==> config.mk <==
export PLATFORM = sky130hd
export DESIGN_NAME = differential_drive_odometry
export DESIGN_NICKNAME = d
export VERILOG_FILES = /design/src/dd_odo_pkg.sv /design/src/dd_odo_cordic.sv /design/src/dd_odo_dp.sv /design/src/dd_odo_ctrl.sv /design/src/differential_drive_odometry.sv
export SDC_FILE = /design/constraint.sdc
export NUM_CORES = 2
export LEC_CHECK = 0
export BUFFER_PORTS_ARGS = -buffer_cell sky130_fd_sc_hd__buf_2
export CAP_MARGIN = 20
export CORE_MARGIN = 5
export CORE_UTILIZATION = 30
export DETAILED_ROUTE_END_ITERATION = 16
export SLEW_MARGIN = 30
export SYNTH_ARGS = -nofsm -noshare
export SYNTH_HDL_FRONTEND = slang
export SYNTH_SLANG_ARGS = --single-unit
==> constraint.sdc <==
create_clock -name clk_i -period 7.35 [get_ports clk_i]
set_input_delay 1.47 -clock clk_i [delete_from_list [all_inputs] [get_ports clk_i]]
set_output_delay 1.47 -clock clk_i [all_outputs]
set_load 0.02 [all_outputs]
==> src/dd_odo_pkg.sv <==
// ----------------------------------------------------------------------------
// dd_odo_pkg
// shared types, constants and tables of the differential drive odometry block
// ----------------------------------------------------------------------------
package dd_odo_pkg;

  localparam int unsigned PositionBitsDef = 32;
  localparam int unsigned WbW             = 20;
  localparam int unsigned TravW           = 16;
  localparam int unsigned SumW            = TravW + 1;
  localparam int unsigned AngW            = 32;

  localparam logic [WbW-1:0] WheelbaseReset = 20'd76800;
  localparam logic [29:0]    TurnScale      = 30'd683565276;
  localparam logic [13:0]    SmallScale     = 14'd10000;

  // cordic
  localparam int unsigned CsW         = 34;
  localparam int unsigned ZW          = 33;
  localparam int unsigned CordicSteps = 30;
  localparam logic signed [CsW-1:0] CordicStart = 34'sd652032874;

  // multiplier and divider
  localparam int unsigned MulAW = 34;
  localparam int unsigned MulBW = 40;
  localparam int unsigned MulPW = MulAW + MulBW;
  localparam int unsigned DivNW = 48;
  localparam int unsigned DeltaW = 45;

  typedef enum logic [2:0] {
    MUL_DH,
    MUL_R,
    MUL_XS,
    MUL_YS,
    MUL_XA,
    MUL_YA
  } mul_op_e;

  typedef enum logic {
    DIV_DH,
    DIV_R
  } div_op_e;

  typedef enum logic [1:0] {
    COR_MID,
    COR_OLD,
    COR_NEW
  } cor_op_e;

  typedef struct packed {
    logic    capture;
    logic    mul_go;
    mul_op_e mul_op;
    logic    div_go;
    div_op_e div_op;
    logic    cor_go;
    cor_op_e cor_op;
    logic    update;
  } dp_cmd_t;

  typedef struct packed {
    logic straight;
    logic mul_done;
    logic div_done;
    logic cor_done;
  } dp_status_t;

  // arctangent of 2^-i in units of 2^-32 turn
  function automatic logic [29:0] atan_f(input logic [4:0] idx);
    logic [29:0] v;
    case (idx)
      5'd0:  v = 30'd536870912;
      5'd1:  v = 30'd316933406;
      5'd2:  v = 30'd167458907;
      5'd3:  v = 30'd85004756;
      5'd4:  v = 30'd42667331;
      5'd5:  v = 30'd21354465;
      5'd6:  v = 30'd10679838;
      5'd7:  v = 30'd5340245;
      5'd8:  v = 30'd2670163;
      5'd9:  v = 30'd1335087;
      5'd10: v = 30'd667544;
      5'd11: v = 30'd333772;
      5'd12: v = 30'd166886;
      5'd13: v = 30'd83443;
      5'd14: v = 30'd41722;
      5'd15: v = 30'd20861;
      5'd16: v = 30'd10430;
      5'd17: v = 30'd5215;
      5'd18: v = 30'd2608;
      5'd19: v = 30'd1304;
      5'd20: v = 30'd652;
      5'd21: v = 30'd326;
      5'd22: v = 30'd163;
      5'd23: v = 30'd81;
      5'd24: v = 30'd41;
      5'd25: v = 30'd20;
      5'd26: v = 30'd10;
      5'd27: v = 30'd5;
      5'd28: v = 30'd3;
      5'd29: v = 30'd1;
      default: v = 30'd0;
    endcase
    return v;
  endfunction

endpackage

==> src/dd_odo_cordic.sv <==
// ----------------------------------------------------------------------------
// dd_odo_cordic
// iterative rotation cordic, one step per cycle, gives cos and sin in Q30
// ----------------------------------------------------------------------------
module dd_odo_cordic (
  input  logic                               clk_i,
  input  logic                               rst_ni,
  input  logic                               go_i,
  input  logic [dd_odo_pkg::AngW-1:0]        ang_i,
  output logic                               done_o,
  output logic signed [dd_odo_pkg::CsW-1:0]  cos_o,
  output logic signed [dd_odo_pkg::CsW-1:0]  sin_o
);
  import dd_odo_pkg::*;

  logic                  busy_q, done_q;
  logic [4:0]            cnt_q;
  logic [1:0]            quad_q;
  logic signed [CsW-1:0] x_q, y_q, xs, ys;
  logic signed [ZW-1:0]  z_q, at;
  logic [AngW-1:0]       ang_p, ru;
  logic [1:0]            quad;

  assign ang_p = ang_i + 32'h2000_0000;
  assign quad  = ang_p[31:30];
  assign ru    = ang_i - {quad, 30'b0};
  assign xs    = x_q >>> cnt_q;
  assign ys    = y_q >>> cnt_q;
  assign at    = signed'({3'b000, atan_f(cnt_q)});

  always_ff @(posedge clk_i or negedge rst_ni) begin
    if (!rst_ni) begin
      busy_q <= 1'b0;
      done_q <= 1'b0;
      cnt_q  <= '0;
    end else begin
      done_q <= 1'b0;
      if (go_i) begin
        busy_q <= 1'b1;
        cnt_q  <= '0;
      end else if (busy_q) begin
        cnt_q <= cnt_q + 5'd1;
        if (cnt_q == 5'(CordicSteps - 1)) begin
          busy_q <= 1'b0;
          done_q <= 1'b1;
        end
      end
    end
  end

  always_ff @(posedge clk_i) begin
    if (go_i) begin
      quad_q <= quad;
      x_q    <= CordicStart;
      y_q    <= '0;
      z_q    <= signed'({ru[31], ru});
    end else if (busy_q) begin
      if (!z_q[ZW-1]) begin
        x_q <= x_q - ys;
        y_q <= y_q + xs;
        z_q <= z_q - at;
      end else begin
        x_q <= x_q + ys;
        y_q <= y_q - xs;
        z_q <= z_q + at;
      end
    end
  end

  always_comb begin
    case (quad_q)
      2'd0: begin
        cos_o = x_q;
        sin_o = y_q;
      end
      2'd1: begin
        cos_o = -y_q;
        sin_o = x_q;
      end
      2'd2: begin
        cos_o = -x_q;
        sin_o = -y_q;
      end
      default: begin
        cos_o = y_q;
        sin_o = -x_q;
      end
    endcase
  end

  assign done_o = done_q;

endmodule

==> src/dd_odo_dp.sv <==
// ----------------------------------------------------------------------------
// dd_odo_dp
// pose registers, shift-add multiplier, restoring divider and cordic
// ----------------------------------------------------------------------------
module dd_odo_dp #(
  parameter int unsigned PositionBits = dd_odo_pkg::PositionBitsDef
) (
  input  logic                              clk_i,
  input  logic                              rst_ni,
  input  dd_odo_pkg::dp_cmd_t               cmd_i,
  output dd_odo_pkg::dp_status_t            status_o,
  input  logic                              wheelbase_we_i,
  input  logic [dd_odo_pkg::WbW-1:0]        wheelbase_i,
  input  logic signed [dd_odo_pkg::TravW-1:0] left_travel_i,
  input  logic signed [dd_odo_pkg::TravW-1:0] right_travel_i,
  output logic signed [31:0]                pos_x_out_o,
  output logic signed [31:0]                pos_y_out_o,
  output logic [31:0]                       heading_out_o
);
  import dd_odo_pkg::*;

  localparam int unsigned ExtW = 76;
  localparam logic signed [ExtW-1:0] PosHi =
    {{(ExtW - PositionBits + 1){1'b0}}, {(PositionBits - 1){1'b1}}};
  localparam logic signed [ExtW-1:0] PosLo = ~PosHi;

  // configuration and operands
  logic [WbW-1:0]         wb_q, wb_eff;
  logic signed [SumW-1:0] sum_q, diff_q;
  logic [SumW-1:0]        adiff_q;
  logic                   small_q;

  // pose
  logic signed [PositionBits-1:0] pose_x_q, pose_y_q;
  logic [AngW-1:0]                heading_q;
  logic signed [ExtW-1:0]         px_e, py_e, sx, sy, new_x, new_y;

  // intermediate results
  logic [DivNW-1:0]         num_q;
  logic                     sign_q;
  logic [32:0]              dh_q;
  logic signed [MulBW-1:0]  r4_q;
  logic signed [CsW-1:0]    c0_q, s0_q, c1_q, s1_q;
  logic signed [DeltaW-1:0] dx_q, dy_q;

  assign wb_eff = (wb_q == '0) ? WbW'(1) : wb_q;

  always_ff @(posedge clk_i or negedge rst_ni) begin
    if (!rst_ni) begin
      wb_q      <= WheelbaseReset;
      pose_x_q  <= '0;
      pose_y_q  <= '0;
      heading_q <= '0;
    end else begin
      if (wheelbase_we_i) begin
        wb_q <= wheelbase_i;
      end
      if (cmd_i.update) begin
        heading_q <= heading_q + dh_q[31:0];
        pose_x_q  <= new_x[PositionBits-1:0];
        pose_y_q  <= new_y[PositionBits-1:0];
      end
    end
  end

  always_ff @(posedge clk_i) begin
    if (cmd_i.capture) begin
      sum_q   <= SumW'(left_travel_i) + SumW'(right_travel_i);
      diff_q  <= SumW'(right_travel_i) - SumW'(left_travel_i);
      adiff_q <= (right_travel_i >= left_travel_i)
               ? SumW'(SumW'(right_travel_i) - SumW'(left_travel_i))
               : SumW'(SumW'(left_travel_i) - SumW'(right_travel_i));
    end
    small_q <= ({14'b0, adiff_q} * {17'b0, SmallScale}) < 31'(wb_eff);
  end

  // ---------------- multiplier ----------------
  logic signed [MulAW-1:0] mul_a;
  logic signed [MulBW-1:0] mul_b;
  logic [MulAW-1:0]        am_q;
  logic [MulPW-1:0]        prod_q;
  logic                    mneg_q, mbusy_q, mdone_q;
  logic [5:0]              mcnt_q;
  logic [MulAW:0]          madd;
  logic signed [MulPW:0]   pv, pr31, pr32;

  always_comb begin
    case (cmd_i.mul_op)
      MUL_DH: begin
        mul_a = signed'({4'b0, TurnScale});
        mul_b = MulBW'(diff_q);
      end
      MUL_R: begin
        mul_a = signed'({14'b0, wb_eff});
        mul_b = MulBW'(sum_q);
      end
      MUL_XS: begin
        mul_a = c0_q;
        mul_b = MulBW'(sum_q);
      end
      MUL_YS: begin
        mul_a = s0_q;
        mul_b = MulBW'(sum_q);
      end
      MUL_XA: begin
        mul_a = s1_q - s0_q;
        mul_b = r4_q;
      end
      MUL_YA: begin
        mul_a = c0_q - c1_q;
        mul_b = r4_q;
      end
      default: begin
        mul_a = '0;
        mul_b = '0;
      end
    endcase
  end

  assign madd = {1'b0, prod_q[MulPW-1:MulBW]} + (prod_q[0] ? {1'b0, am_q} : '0);

  always_ff @(posedge clk_i or negedge rst_ni) begin
    if (!rst_ni) begin
      mbusy_q <= 1'b0;
      mdone_q <= 1'b0;
      mcnt_q  <= '0;
    end else begin
      mdone_q <= 1'b0;
      if (cmd_i.mul_go) begin
        mbusy_q <= 1'b1;
        mcnt_q  <= '0;
      end else if (mbusy_q) begin
        mcnt_q <= mcnt_q + 6'd1;
        if (mcnt_q == 6'(MulBW - 1)) begin
          mbusy_q <= 1'b0;
          mdone_q <= 1'b1;
        end
      end
    end
  end

  always_ff @(posedge clk_i) begin
    if (cmd_i.mul_go) begin
      am_q   <= mul_a[MulAW-1] ? MulAW'(-mul_a) : MulAW'(mul_a);
      prod_q <= {{MulAW{1'b0}}, (mul_b[MulBW-1] ? MulBW'(-mul_b) : MulBW'(mul_b))};
      mneg_q <= mul_a[MulAW-1] ^ mul_b[MulBW-1];
    end else if (mbusy_q) begin
      prod_q <= {madd, prod_q[MulBW-1:1]};
    end
  end

  assign pv   = mneg_q ? -signed'({1'b0, prod_q}) : signed'({1'b0, prod_q});
  assign pr31 = pv + (MulPW+1)'(33'sh0_4000_0000);
  assign pr32 = pv + (MulPW+1)'(33'sh0_8000_0000);

  // ---------------- divider ----------------
  logic [DivNW-1:0] dvd_q, div_num;
  logic [WbW-1:0]   rem_q, den_q, div_den;
  logic [WbW:0]     dsh;
  logic             dge, dbusy_q, ddone_q;
  logic [5:0]       dcnt_q;
  logic [DivNW:0]   qs;

  always_comb begin
    case (cmd_i.div_op)
      DIV_DH: begin
        div_den = wb_eff;
        div_num = num_q + DivNW'(wb_eff >> 1);
      end
      default: begin
        div_den = WbW'(adiff_q);
        div_num = num_q + DivNW'(adiff_q >> 1);
      end
    endcase
  end

  assign dsh = {rem_q, dvd_q[DivNW-1]};
  assign dge = dsh >= {1'b0, den_q};

  always_ff @(posedge clk_i or negedge rst_ni) begin
    if (!rst_ni) begin
      dbusy_q <= 1'b0;
      ddone_q <= 1'b0;
      dcnt_q  <= '0;
    end else begin
      ddone_q <= 1'b0;
      if (cmd_i.div_go) begin
        dbusy_q <= 1'b1;
        dcnt_q  <= '0;
      end else if (dbusy_q) begin
        dcnt_q <= dcnt_q + 6'd1;
        if (dcnt_q == 6'(DivNW - 1)) begin
          dbusy_q <= 1'b0;
          ddone_q <= 1'b1;
        end
      end
    end
  end

  always_ff @(posedge clk_i) begin
    if (cmd_i.div_go) begin
      dvd_q <= div_num;
      den_q <= div_den;
      rem_q <= '0;
    end else if (dbusy_q) begin
      rem_q <= dge ? WbW'(dsh - {1'b0, den_q}) : dsh[WbW-1:0];
      dvd_q <= {dvd_q[DivNW-2:0], dge};
    end
  end

  assign qs = sign_q ? -{1'b0, dvd_q} : {1'b0, dvd_q};

  // ---------------- cordic ----------------
  logic [AngW-1:0]       cor_ang;
  logic                  cdone;
  logic signed [CsW-1:0] cor_c, cor_s;

  always_comb begin
    case (cmd_i.cor_op)
      COR_MID: cor_ang = heading_q + dh_q[32:1];
      COR_NEW: cor_ang = heading_q + dh_q[31:0];
      default: cor_ang = heading_q;
    endcase
  end

  dd_odo_cordic u_cordic (
    .clk_i  (clk_i),
    .rst_ni (rst_ni),
    .go_i   (cmd_i.cor_go),
    .ang_i  (cor_ang),
    .done_o (cdone),
    .cos_o  (cor_c),
    .sin_o  (cor_s)
  );

  // ---------------- result capture ----------------
  always_ff @(posedge clk_i) begin
    if (mdone_q) begin
      case (cmd_i.mul_op)
        MUL_DH: begin
          num_q  <= prod_q[DivNW-1:0];
          sign_q <= mneg_q;
        end
        MUL_R: begin
          num_q  <= {prod_q[DivNW-2:0], 1'b0};
          sign_q <= sum_q[SumW-1] ^ diff_q[SumW-1];
        end
        MUL_XS:  dx_q <= {pr31[MulPW], pr31[MulPW:31]};
        MUL_YS:  dy_q <= {pr31[MulPW], pr31[MulPW:31]};
        MUL_XA:  dx_q <= {{2{pr32[MulPW]}}, pr32[MulPW:32]};
        MUL_YA:  dy_q <= {{2{pr32[MulPW]}}, pr32[MulPW:32]};
        default: ;
      endcase
    end
    if (ddone_q) begin
      case (cmd_i.div_op)
        DIV_DH:  dh_q <= qs[32:0];
        default: r4_q <= qs[MulBW-1:0];
      endcase
    end
    if (cdone) begin
      case (cmd_i.cor_op)
        COR_NEW: begin
          c1_q <= cor_c;
          s1_q <= cor_s;
        end
        default: begin
          c0_q <= cor_c;
          s0_q <= cor_s;
        end
      endcase
    end
  end

  // ---------------- pose update ----------------
  assign px_e = ExtW'(pose_x_q);
  assign py_e = ExtW'(pose_y_q);
  assign sx   = px_e + ExtW'(dx_q);
  assign sy   = py_e + ExtW'(dy_q);
  assign new_x = (sx > PosHi) ? PosHi : ((sx < PosLo) ? PosLo : sx);
  assign new_y = (sy > PosHi) ? PosHi : ((sy < PosLo) ? PosLo : sy);

  assign pos_x_out_o   = px_e[31:0];
  assign pos_y_out_o   = py_e[31:0];
  assign heading_out_o = heading_q;

  assign status_o.straight = small_q;
  assign status_o.mul_done = mdone_q;
  assign status_o.div_done = ddone_q;
  assign status_o.cor_done = cdone;

endmodule

==> src/dd_odo_ctrl.sv <==
// ----------------------------------------------------------------------------
// dd_odo_ctrl
// sequencer: steps the datapath through one odometry update per transaction
// ----------------------------------------------------------------------------
module dd_odo_ctrl (
  input  logic                   clk_i,
  input  logic                   rst_ni,
  input  logic                   in_valid_i,
  output logic                   in_stall_o,
  output logic                   out_valid_o,
  input  logic                   out_stall_i,
  output dd_odo_pkg::dp_cmd_t    cmd_o,
  input  dd_odo_pkg::dp_status_t status_i
);
  import dd_odo_pkg::*;

  localparam logic [3:0] ST_IDLE = 4'd0;
  localparam logic [3:0] ST_MDH  = 4'd1;
  localparam logic [3:0] ST_DDH  = 4'd2;
  localparam logic [3:0] ST_CMID = 4'd3;
  localparam logic [3:0] ST_MXS  = 4'd4;
  localparam logic [3:0] ST_MYS  = 4'd5;
  localparam logic [3:0] ST_MR   = 4'd6;
  localparam logic [3:0] ST_DR   = 4'd7;
  localparam logic [3:0] ST_COLD = 4'd8;
  localparam logic [3:0] ST_CNEW = 4'd9;
  localparam logic [3:0] ST_MXA  = 4'd10;
  localparam logic [3:0] ST_MYA  = 4'd11;
  localparam logic [3:0] ST_UPD  = 4'd12;

  logic [3:0] state_q, state_d;
  logic       go_q, ovalid_q, ovalid_d;
  logic       slot_free;

  assign slot_free = !ovalid_q || !out_stall_i;

  always_comb begin
    state_d      = state_q;
    cmd_o        = '0;
    cmd_o.mul_op = MUL_DH;
    cmd_o.div_op = DIV_DH;
    cmd_o.cor_op = COR_OLD;
    ovalid_d     = ovalid_q && out_stall_i;
    case (state_q)
      ST_IDLE: begin
        cmd_o.capture = in_valid_i;
        if (in_valid_i) state_d = ST_MDH;
      end
      ST_MDH: begin
        cmd_o.mul_go = go_q;
        if (status_i.mul_done) state_d = ST_DDH;
      end
      ST_DDH: begin
        cmd_o.div_go = go_q;
        if (status_i.div_done) state_d = status_i.straight ? ST_CMID : ST_MR;
      end
      ST_CMID: begin
        cmd_o.cor_go = go_q;
        cmd_o.cor_op = COR_MID;
        if (status_i.cor_done) state_d = ST_MXS;
      end
      ST_MXS: begin
        cmd_o.mul_go = go_q;
        cmd_o.mul_op = MUL_XS;
        if (status_i.mul_done) state_d = ST_MYS;
      end
      ST_MYS: begin
        cmd_o.mul_go = go_q;
        cmd_o.mul_op = MUL_YS;
        if (status_i.mul_done) state_d = ST_UPD;
      end
      ST_MR: begin
        cmd_o.mul_go = go_q;
        cmd_o.mul_op = MUL_R;
        if (status_i.mul_done) state_d = ST_DR;
      end
      ST_DR: begin
        cmd_o.div_go = go_q;
        cmd_o.div_op = DIV_R;
        if (status_i.div_done) state_d = ST_COLD;
      end
      ST_COLD: begin
        cmd_o.cor_go = go_q;
        if (status_i.cor_done) state_d = ST_CNEW;
      end
      ST_CNEW: begin
        cmd_o.cor_go = go_q;
        cmd_o.cor_op = COR_NEW;
        if (status_i.cor_done) state_d = ST_MXA;
      end
      ST_MXA: begin
        cmd_o.mul_go = go_q;
        cmd_o.mul_op = MUL_XA;
        if (status_i.mul_done) state_d = ST_MYA;
      end
      ST_MYA: begin
        cmd_o.mul_go = go_q;
        cmd_o.mul_op = MUL_YA;
        if (status_i.mul_done) state_d = ST_UPD;
      end
      ST_UPD: begin
        if (slot_free) begin
          cmd_o.update = 1'b1;
          ovalid_d     = 1'b1;
          state_d      = ST_IDLE;
        end
      end
      default: state_d = ST_IDLE;
    endcase
  end

  always_ff @(posedge clk_i or negedge rst_ni) begin
    if (!rst_ni) begin
      state_q  <= ST_IDLE;
      go_q     <= 1'b0;
      ovalid_q <= 1'b0;
    end else begin
      state_q  <= state_d;
      go_q     <= state_d != state_q;
      ovalid_q <= ovalid_d;
    end
  end

  assign in_stall_o  = state_q != ST_IDLE;
  assign out_valid_o = ovalid_q;

endmodule

==> src/differential_drive_odometry.sv <==
// ----------------------------------------------------------------------------
// differential_drive_odometry
// dead-reckoning pose integration for a differential drive robot
// ----------------------------------------------------------------------------
// Each transaction carries the left and right wheel travel of one tick and
// returns the updated pose (x, y in 1/256 mm, saturated; heading as a wrapping
// 32-bit fraction of a turn). One item is worked at a time on a shared
// shift-add multiplier, a restoring divider and a 30-step cordic. The update
// waits while a previous result still stalls the output register, and the
// block returns to idle before the next transaction is accepted. The next
// transaction is accepted while the previous result still waits in the output
// register. The wheelbase register is written through wheelbase_we_i; the
// user must write it only while idle, the block itself does not enforce this.
module differential_drive_odometry #(
  parameter int unsigned PositionBits = dd_odo_pkg::PositionBitsDef
) (
  input  logic                                clk_i,
  input  logic                                rst_ni,
  input  logic                                wheelbase_we_i,
  input  logic [dd_odo_pkg::WbW-1:0]          wheelbase_i,
  input  logic                                in_valid_i,
  output logic                                in_stall_o,
  input  logic signed [dd_odo_pkg::TravW-1:0] left_travel_i,
  input  logic signed [dd_odo_pkg::TravW-1:0] right_travel_i,
  output logic                                out_valid_o,
  input  logic                                out_stall_i,
  output logic signed [31:0]                  pos_x_out_o,
  output logic signed [31:0]                  pos_y_out_o,
  output logic [31:0]                         heading_out_o
);
  import dd_odo_pkg::*;

  dp_cmd_t    cmd;
  dp_status_t status;

  dd_odo_ctrl u_ctrl (
    .clk_i       (clk_i),
    .rst_ni      (rst_ni),
    .in_valid_i  (in_valid_i),
    .in_stall_o  (in_stall_o),
    .out_valid_o (out_valid_o),
    .out_stall_i (out_stall_i),
    .cmd_o       (cmd),
    .status_i    (status)
  );

  dd_odo_dp #(
    .PositionBits (PositionBits)
  ) u_dp (
    .clk_i          (clk_i),
    .rst_ni         (rst_ni),
    .cmd_i          (cmd),
    .status_o       (status),
    .wheelbase_we_i (wheelbase_we_i),
    .wheelbase_i    (wheelbase_i),
    .left_travel_i  (left_travel_i),
    .right_travel_i (right_travel_i),
    .pos_x_out_o    (pos_x_out_o),
    .pos_y_out_o    (pos_y_out_o),
    .heading_out_o  (heading_out_o)
  );

endmodule

* Yosys cells after proc, flatten, opt, wreduce, memory -nomap -nowiden
Memory sizes are Yosys's and may differ from the RTL's.
Index checks and enable logic that the tools add are counted.
** Operators by class
- Add/sub/neg operators :: 32
- Multipliers :: 1
- Order comparisons :: 7
- Equal/unequal tests :: 24
- Shift operators :: 2
- Mux-type cells :: 81
- Bitwise logic cells :: 4
- Reduce and logical (&&, ||, !) cells :: 29
** Operators by type and width (count)
- one-hot mux 34 bit (3 select lines) :: 2
- one-hot mux 34 bit (6 select lines) :: 1
- one-hot mux 45 bit (2 select lines) :: 2
- 2-to-1 mux 40 bit :: 4
- 2-to-1 mux 48 bit :: 3
- subtractor 34 bit :: 4
- 2-to-1 mux 33 bit :: 4
- 2-to-1 mux 32 bit :: 4
- one-hot mux 40 bit (3 select lines) :: 1
- 2-to-1 mux 34 bit :: 3
- negator 34 bit :: 3
- one-hot mux 48 bit (2 select lines) :: 1
- adder 32 x 45 -> 46 bit :: 2
- > comparator 46 x 32 -> 1 bit, second input constant :: 2
- less-than comparator 46 x 32 -> 1 bit, second input constant :: 2
- negator 40 bit :: 2
- adder 75 x 32 -> 75 bit, second input constant :: 1
- adder 75 x 33 -> 75 bit, second input constant :: 1
- 2-to-1 mux 75 bit :: 1
- negator 74 -> 75 bit :: 1
- adder 34 bit :: 2
- >>> shifter 34 x 5 -> 34 bit :: 2
- adder 32 bit :: 2
- one-hot mux 32 bit (2 select lines) :: 1
- other kinds (54) :: 129
** Word-level totals
- Flip-flop bits (word level) :: 845
- Memory bits (read-only) :: 960
- Word-level logic and storage cells :: 224
- Memories kept :: 1
** Memories
- (name not given) :: depth 32, width 30, read ports 1, clocked after Yosys merged registers in 0, wr ports 0, RTL line dd_odo_pkg.sv:71 : case (idx)

* Longest topological paths before layout
- Depth after elaboration :: 8
- Depth in mapped cells :: 32
- Depth with buffers taken out :: 25

* Modules after synthesis
A second synthesis with hierarchy kept.
** Unflattened totals
- Cell total of the unflattened synthesis :: 8559
- Area total of the unflattened synthesis :: 75299.7 µm²
** Modules (own cells, without submodules)
- dd_odo_dp :: instances 1, cells each 6000, area an instance 55494.5 µm², seq. area each 20564.7 µm²
- dd_odo_cordic :: instances 1, cells each 2474, area an instance 19168.4 µm², seq. area each 2587.5 µm²
- dd_odo_ctrl :: instances 1, cells each 85, area an instance 636.9 µm², seq. area each 150.1 µm²

* Least setup slack after synthesis
No wires, ideal clock.
- Path kind :: reg2reg
- Start :: register u_dp.u_cordic.cnt_q[0]
- End :: register u_dp.u_cordic.z_q[30], data pin
- Library setup time :: 0.268 ns
- Data arrival time :: 6.449 ns
- Data required time :: 7.082 ns
- Setup slack :: 0.633 ns
- Cell stages (with the launch flop) :: 31
- Buffers on the path :: 6
- Clock period less this slack :: 6.717 ns
- Path through :: dfrtp_1 -> buf_2 -> buf_2 -> inv_1 -> buf_2 -> buf_1 -> clkbuf_1 -> ha_1 -> clkbuf_1 -> nand2_1 -> o21ai_0 -> nand2_1 -> a22oi_1 -> and3_1 -> nor2b_1 -> and3_1 -> a21oi_1 -> xnor2_1 -> ha_1 -> a211o_1 -> or2_2 -> a311oi_1 -> o31ai_1 -> a31oi_1 -> a21oi_1 -> a21oi_1 -> o21bai_1 -> a2111oi_0 -> nor3_1 -> xnor2_1 -> mux2i_1
** On the way
- Cells in the longest elaborated chain, start to end :: 5
- Elaborated cells on any way between the ends :: 6
** RTL lines
- start, declared :: RTL line dd_odo_cordic.sv:17 : logic [4:0] cnt_q;
- start signal, assigned :: RTL line dd_odo_cordic.sv:42 : cnt_q <= cnt_q + 5'd1;
- memory read (32 x 30 bit) *
- subtractor 33 x 31 -> 33 bit or adder 33 x 31 -> 33 bit (tied branches) :: RTL line dd_odo_cordic.sv:61, dd_odo_cordic.sv:65
- 2-to-1 mux 33 bit * :: RTL line dd_odo_cordic.sv:58 : if (!z_q[ZW-1]) begin
- 2-to-1 mux 33 bit * :: RTL line dd_odo_cordic.sv:57 : end else if (busy_q) begin
- 2-to-1 mux 33 bit * :: RTL line dd_odo_cordic.sv:52 : if (go_i) begin
- end signal, assigned :: RTL line dd_odo_cordic.sv:56 : z_q <= signed'({ru[31], ru});
- end signal, assigned :: RTL line dd_odo_cordic.sv:61 : z_q <= z_q - at;
- end signal, assigned :: RTL line dd_odo_cordic.sv:65 : z_q <= z_q + at;
- end, declared :: RTL line dd_odo_cordic.sv:20 : logic signed [ZW-1:0] z_q, at;
Every way passes the cells marked *; elsewhere a longest branch is shown, timed or not. The select of a mux whose other input is x is not followed.
A chain may end at the register's enable or synchronous reset.

* Final worst setup path
- Start :: register u_dp.u_cordic.cnt_q[0]
- End :: register u_dp.u_cordic.x_q[32]
** On the way
- Cells in the longest elaborated chain, start to end :: 3
- Elaborated cells on any way between the ends :: 4
** RTL lines
- >>> shifter 34 x 5 -> 34 bit * :: RTL line dd_odo_cordic.sv:28 : assign ys = y_q >>> cnt_q;
- subtractor 34 bit or adder 34 bit (tied branches) :: RTL line dd_odo_cordic.sv:59, dd_odo_cordic.sv:63
- 2-to-1 mux 34 bit * :: RTL line dd_odo_cordic.sv:58
- end signal, assigned :: RTL line dd_odo_cordic.sv:54 : x_q <= CordicStart;
- end signal, assigned :: RTL line dd_odo_cordic.sv:59 : x_q <= x_q - ys;
- end signal, assigned :: RTL line dd_odo_cordic.sv:63 : x_q <= x_q + ys;
- end, declared :: RTL line dd_odo_cordic.sv:19 : logic signed [CsW-1:0] x_q, y_q, xs, ys;
Every way passes the cells marked *; elsewhere a longest branch is shown, timed or not.

==> impl_metrics.env <==
export IMPL_status="finished, final reports clean"
export IMPL_drc=0
export IMPL_yosysMostFrequentCell="nand2_1"
export IMPL_dp_cells=11743
export IMPL_cts_sinks=841
export IMPL_drt_initial_drc_count=6377
export IMPL_period_share=0.924
export IMPL_p_leak_uw=0.0327
export IMPL_final_setup_tns_ns=0
export IMPL_synth_largest_area_cell="edfxtp_1"
export IMPL_rsz0062_at_grt="no"
export IMPL_synth_edf_count=573
export IMPL_syn_avg_cell_area_um2=8.68
export IMPL_cap_violations=0
export IMPL_worst_path_most_repeated_cell="o21ai_0"
export IMPL_htree_num_levels=3
export IMPL_start_util=0.302
export IMPL_coreArea_um2=246000
export IMPL_cts_buffer_depth=3
export IMPL_antenna_found_initial=20
export IMPL_cts_made_buffers=100
export IMPL_synth_cell_types=113
export IMPL_chipWidth_um=508
export IMPL_layout_cells_non_filler=11938
export IMPL_grt_pass1_wl_mm=396
export IMPL_vias=66324
export IMPL_wl_per_cell_um=22.2
export IMPL_worst_slack_ns=0.558
export IMPL_n_fill_cell=25267
export IMPL_grt_overflow_total=0
export IMPL_period_needed_ns=6.79
export IMPL_row_count=182
export IMPL_synth_fp_nets=9217
export IMPL_timing_fmax_mhz=147
export IMPL_clk_pin_slew_ns=0.07
export IMPL_via_per_inst=5.56
export IMPL_synth_top_cells_by_count="892 x nand2_1, 726 x nor2_1, 644 x a21oi_1"
export IMPL_hold_viol_final=0
export IMPL_dpl_worst_slack_ns=0.560
export IMPL_tightest_slew_ns=1.14
export IMPL_ys_warnings_count=0
export IMPL_final_nets=9192
export IMPL_gp_congestion=0.956
export IMPL_layout_drive_gt1_share=0.0966
export IMPL_die_area_um2=258000
export IMPL_ys_seq_area_frac=0.313
export IMPL_cp_required_ns=7.93
export IMPL_ant_nets=0
export IMPL_root_buffer="clkbuf_16"
export IMPL_ys_top_cells_by_area="edfxtp_1 23%, ha_1 9.2%, xnor2_1 5.8%"
export IMPL_multi_input_area_um2=47800
export IMPL_p_total_uw=10900
export IMPL_async_flop_share=0.172
export IMPL_port_buffers=154
export IMPL_finalWirelength_mm=265
export IMPL_dr_pass1_iters=9
export IMPL_slowest_delay_ns=0.63
export IMPL_cp_slowest_cell="dfrtp_4"
export IMPL_regArea_um2=23300
export IMPL_relSlewSlack=0.233
export IMPL_cts_tree="done"
export IMPL_hpwl_mm=208
export IMPL_hold_path_class="flop to flop"
export IMPL_finalSetupViolCount=0
export IMPL_endpoint_kind="flop"
export IMPL_irDropWorstVdd_mv=0.179
export IMPL_die_height_um=508
export IMPL_yosysTopAreaCellShare=0.231
export IMPL_p_per_area_nw_per_um2=132
export IMPL_syn_area_um2=74300
export IMPL_worst_ep_arrival_time_ns=7.37
export IMPL_synthFlopType="edfxtp_1"
export IMPL_grt_max_degree=132
export IMPL_clk_latency_ns=0.78
export IMPL_cp_start_kind="flop"
export IMPL_cts_hold_buf=0
export IMPL_worstPathCellList="buf_12 > mux2_2 > mux2i_1 > o21ai_0 > a221oi_1 > a2bb2oi_1 > and4_1 > nor2_1 > xnor2_1 > ha_1 > and3_1 > a221oi_1 > a211oi_1 > o21ai_0 > a21oi_1 > o2111ai_1 > a211oi_1 > nor4_1 > o21bai_1 > o31ai_1 > mux2i_1 > o21ai_0"
export IMPL_syn_to_final_growth_pct=11.2
export IMPL_crit_type="flop to flop"
export IMPL_skew_ns=0.0813
export IMPL_grt_util_all_layers=0.197
export IMPL_netlist_instances=8560
export IMPL_grt_pass1_vias=63688
export IMPL_slew_viol_final=0
export IMPL_num_io_pins=155
export IMPL_cp_max_fo=34
export IMPL_ys_seq_elements=841
[area by class of cell]
| class | count | area share |
|---|---|---|
| Clock inverter | 75 | 0.0105 |
| Timing Repair Buffer | 327 | 0.0268 |
| Sequential cell | 841 | 0.282 |
| Clock buffer | 115 | 0.0315 |
| Inverter | 439 | 0.0199 |
| Antenna cell | 3 | 0.0000908 |
| Multi-Input combinational cell | 6826 | 0.579 |
| Tap cell | 3312 | 0.0501 |
[state kept, by name, indices dropped and copies added, names as in the netlist, 17 cells and up]
register / flops
u_dp.adiff_q: 17
u_dp.am_q: 34
u_dp.c0_q: 34
u_dp.c1_q: 34
u_dp.den_q: 20
u_dp.dh_q: 33
u_dp.dvd_q: 48
u_dp.dx_q: 44
u_dp.dy_q: 44
u_dp.heading_out_o: 32
u_dp.num_q: 48
u_dp.pos_x_out_o: 32
u_dp.pos_y_out_o: 32
u_dp.prod_q: 74
u_dp.r4_q: 40
u_dp.rem_q: 20
u_dp.s0_q: 34
u_dp.s1_q: 34
u_dp.u_cordic.x_q: 34
u_dp.u_cordic.y_q: 34
u_dp.u_cordic.z_q: 33
u_dp.wb_q: 20
[cell usage in the layout, fill, tap and decap left out, drive strengths merged, types with 103 or more instances in the layout]
cell type / instances
mux2i: 197
dfrtp: 141
xnor2: 496
nand2b: 103
a21o: 185
o21ai: 613
a21oi: 645
nand3: 157
dfxtp: 123
clkbuf: 115
nor3: 180
edfxtp: 573
buf: 327
nand2: 893
xor2: 300
ha: 547
nor2: 727
inv: 437
[repair_timing]
action | 4_1_cts | 5_1_grt
hold endpoints to repair | 0 | 0
buffers inserted | 0 | 1
gates resized for setup | 0 | 3
setup endpoints to repair | 0 | 2
[power breakdown]
| group | internal [uW] | switching [uW] |
|---|---|---|
| Sequential | 5080 | 50.6 |
| Clock | 2940 | 2300 |
| Combinational | 174 | 326 |
[critical path: cells and delay by family (launching register included)]
kind	cells	cell delay, ns
compound gates	12	3.33
mux	3	0.80
xor+xnor	1	0.14
fa+ha+maj	1	0.36
buf+inv	1	0.30
simple gates	4	1.02
flops	1	0.63
[through the flow]
step / utilization / area, um2 / hold slack (ns)
floorplan: - / 74300 / 0.449
global placement: 0.321 / 79000 / 0.468
detailed placement: 0.321 / 79100 / 0.484
CTS: 0.335 / 82600 / 0.492
global route: 0.336 / 82600 / 0.525
finish: 0.336 / 82600 / 0.490
[final timing paths]
check	to	slack, ns	cells after the start	start
worst max register to register	u_dp.u_cordic.x_q[32]	0.56	22	u_dp.u_cordic.cnt_q[0]
worst max-delay path	u_dp.u_cordic.x_q[32]	0.56	22	u_dp.u_cordic.cnt_q[0]
max in group asynchronous	u_dp.mbusy_q	5.48	2	rst_ni
worst min register to register	u_dp.rem_q[19]	0.49	2	u_dp.rem_q[19]
worst min-delay path	u_dp.rem_q[19]	0.49	2	u_dp.rem_q[19]
min in group asynchronous	u_dp.pos_y_out_o[22]	0.74	1	rst_ni
[kinds of logic after synthesis]
family | synth area share
fa+ha+maj | 0.106
compound gates | 0.204
buf+inv | 0.0462
mux | 0.0667
xor+xnor | 0.0938
simple gates | 0.169
flops | 0.313
[layer usage]
layer	track usage	share of wire
met5	0	0.000038
met1	0.253	0.42
met2	0.323	0.46
met3	0.0287	0.068
met4	0.0953	0.053
Note: power is estimated with default switching activity, not from simulation.
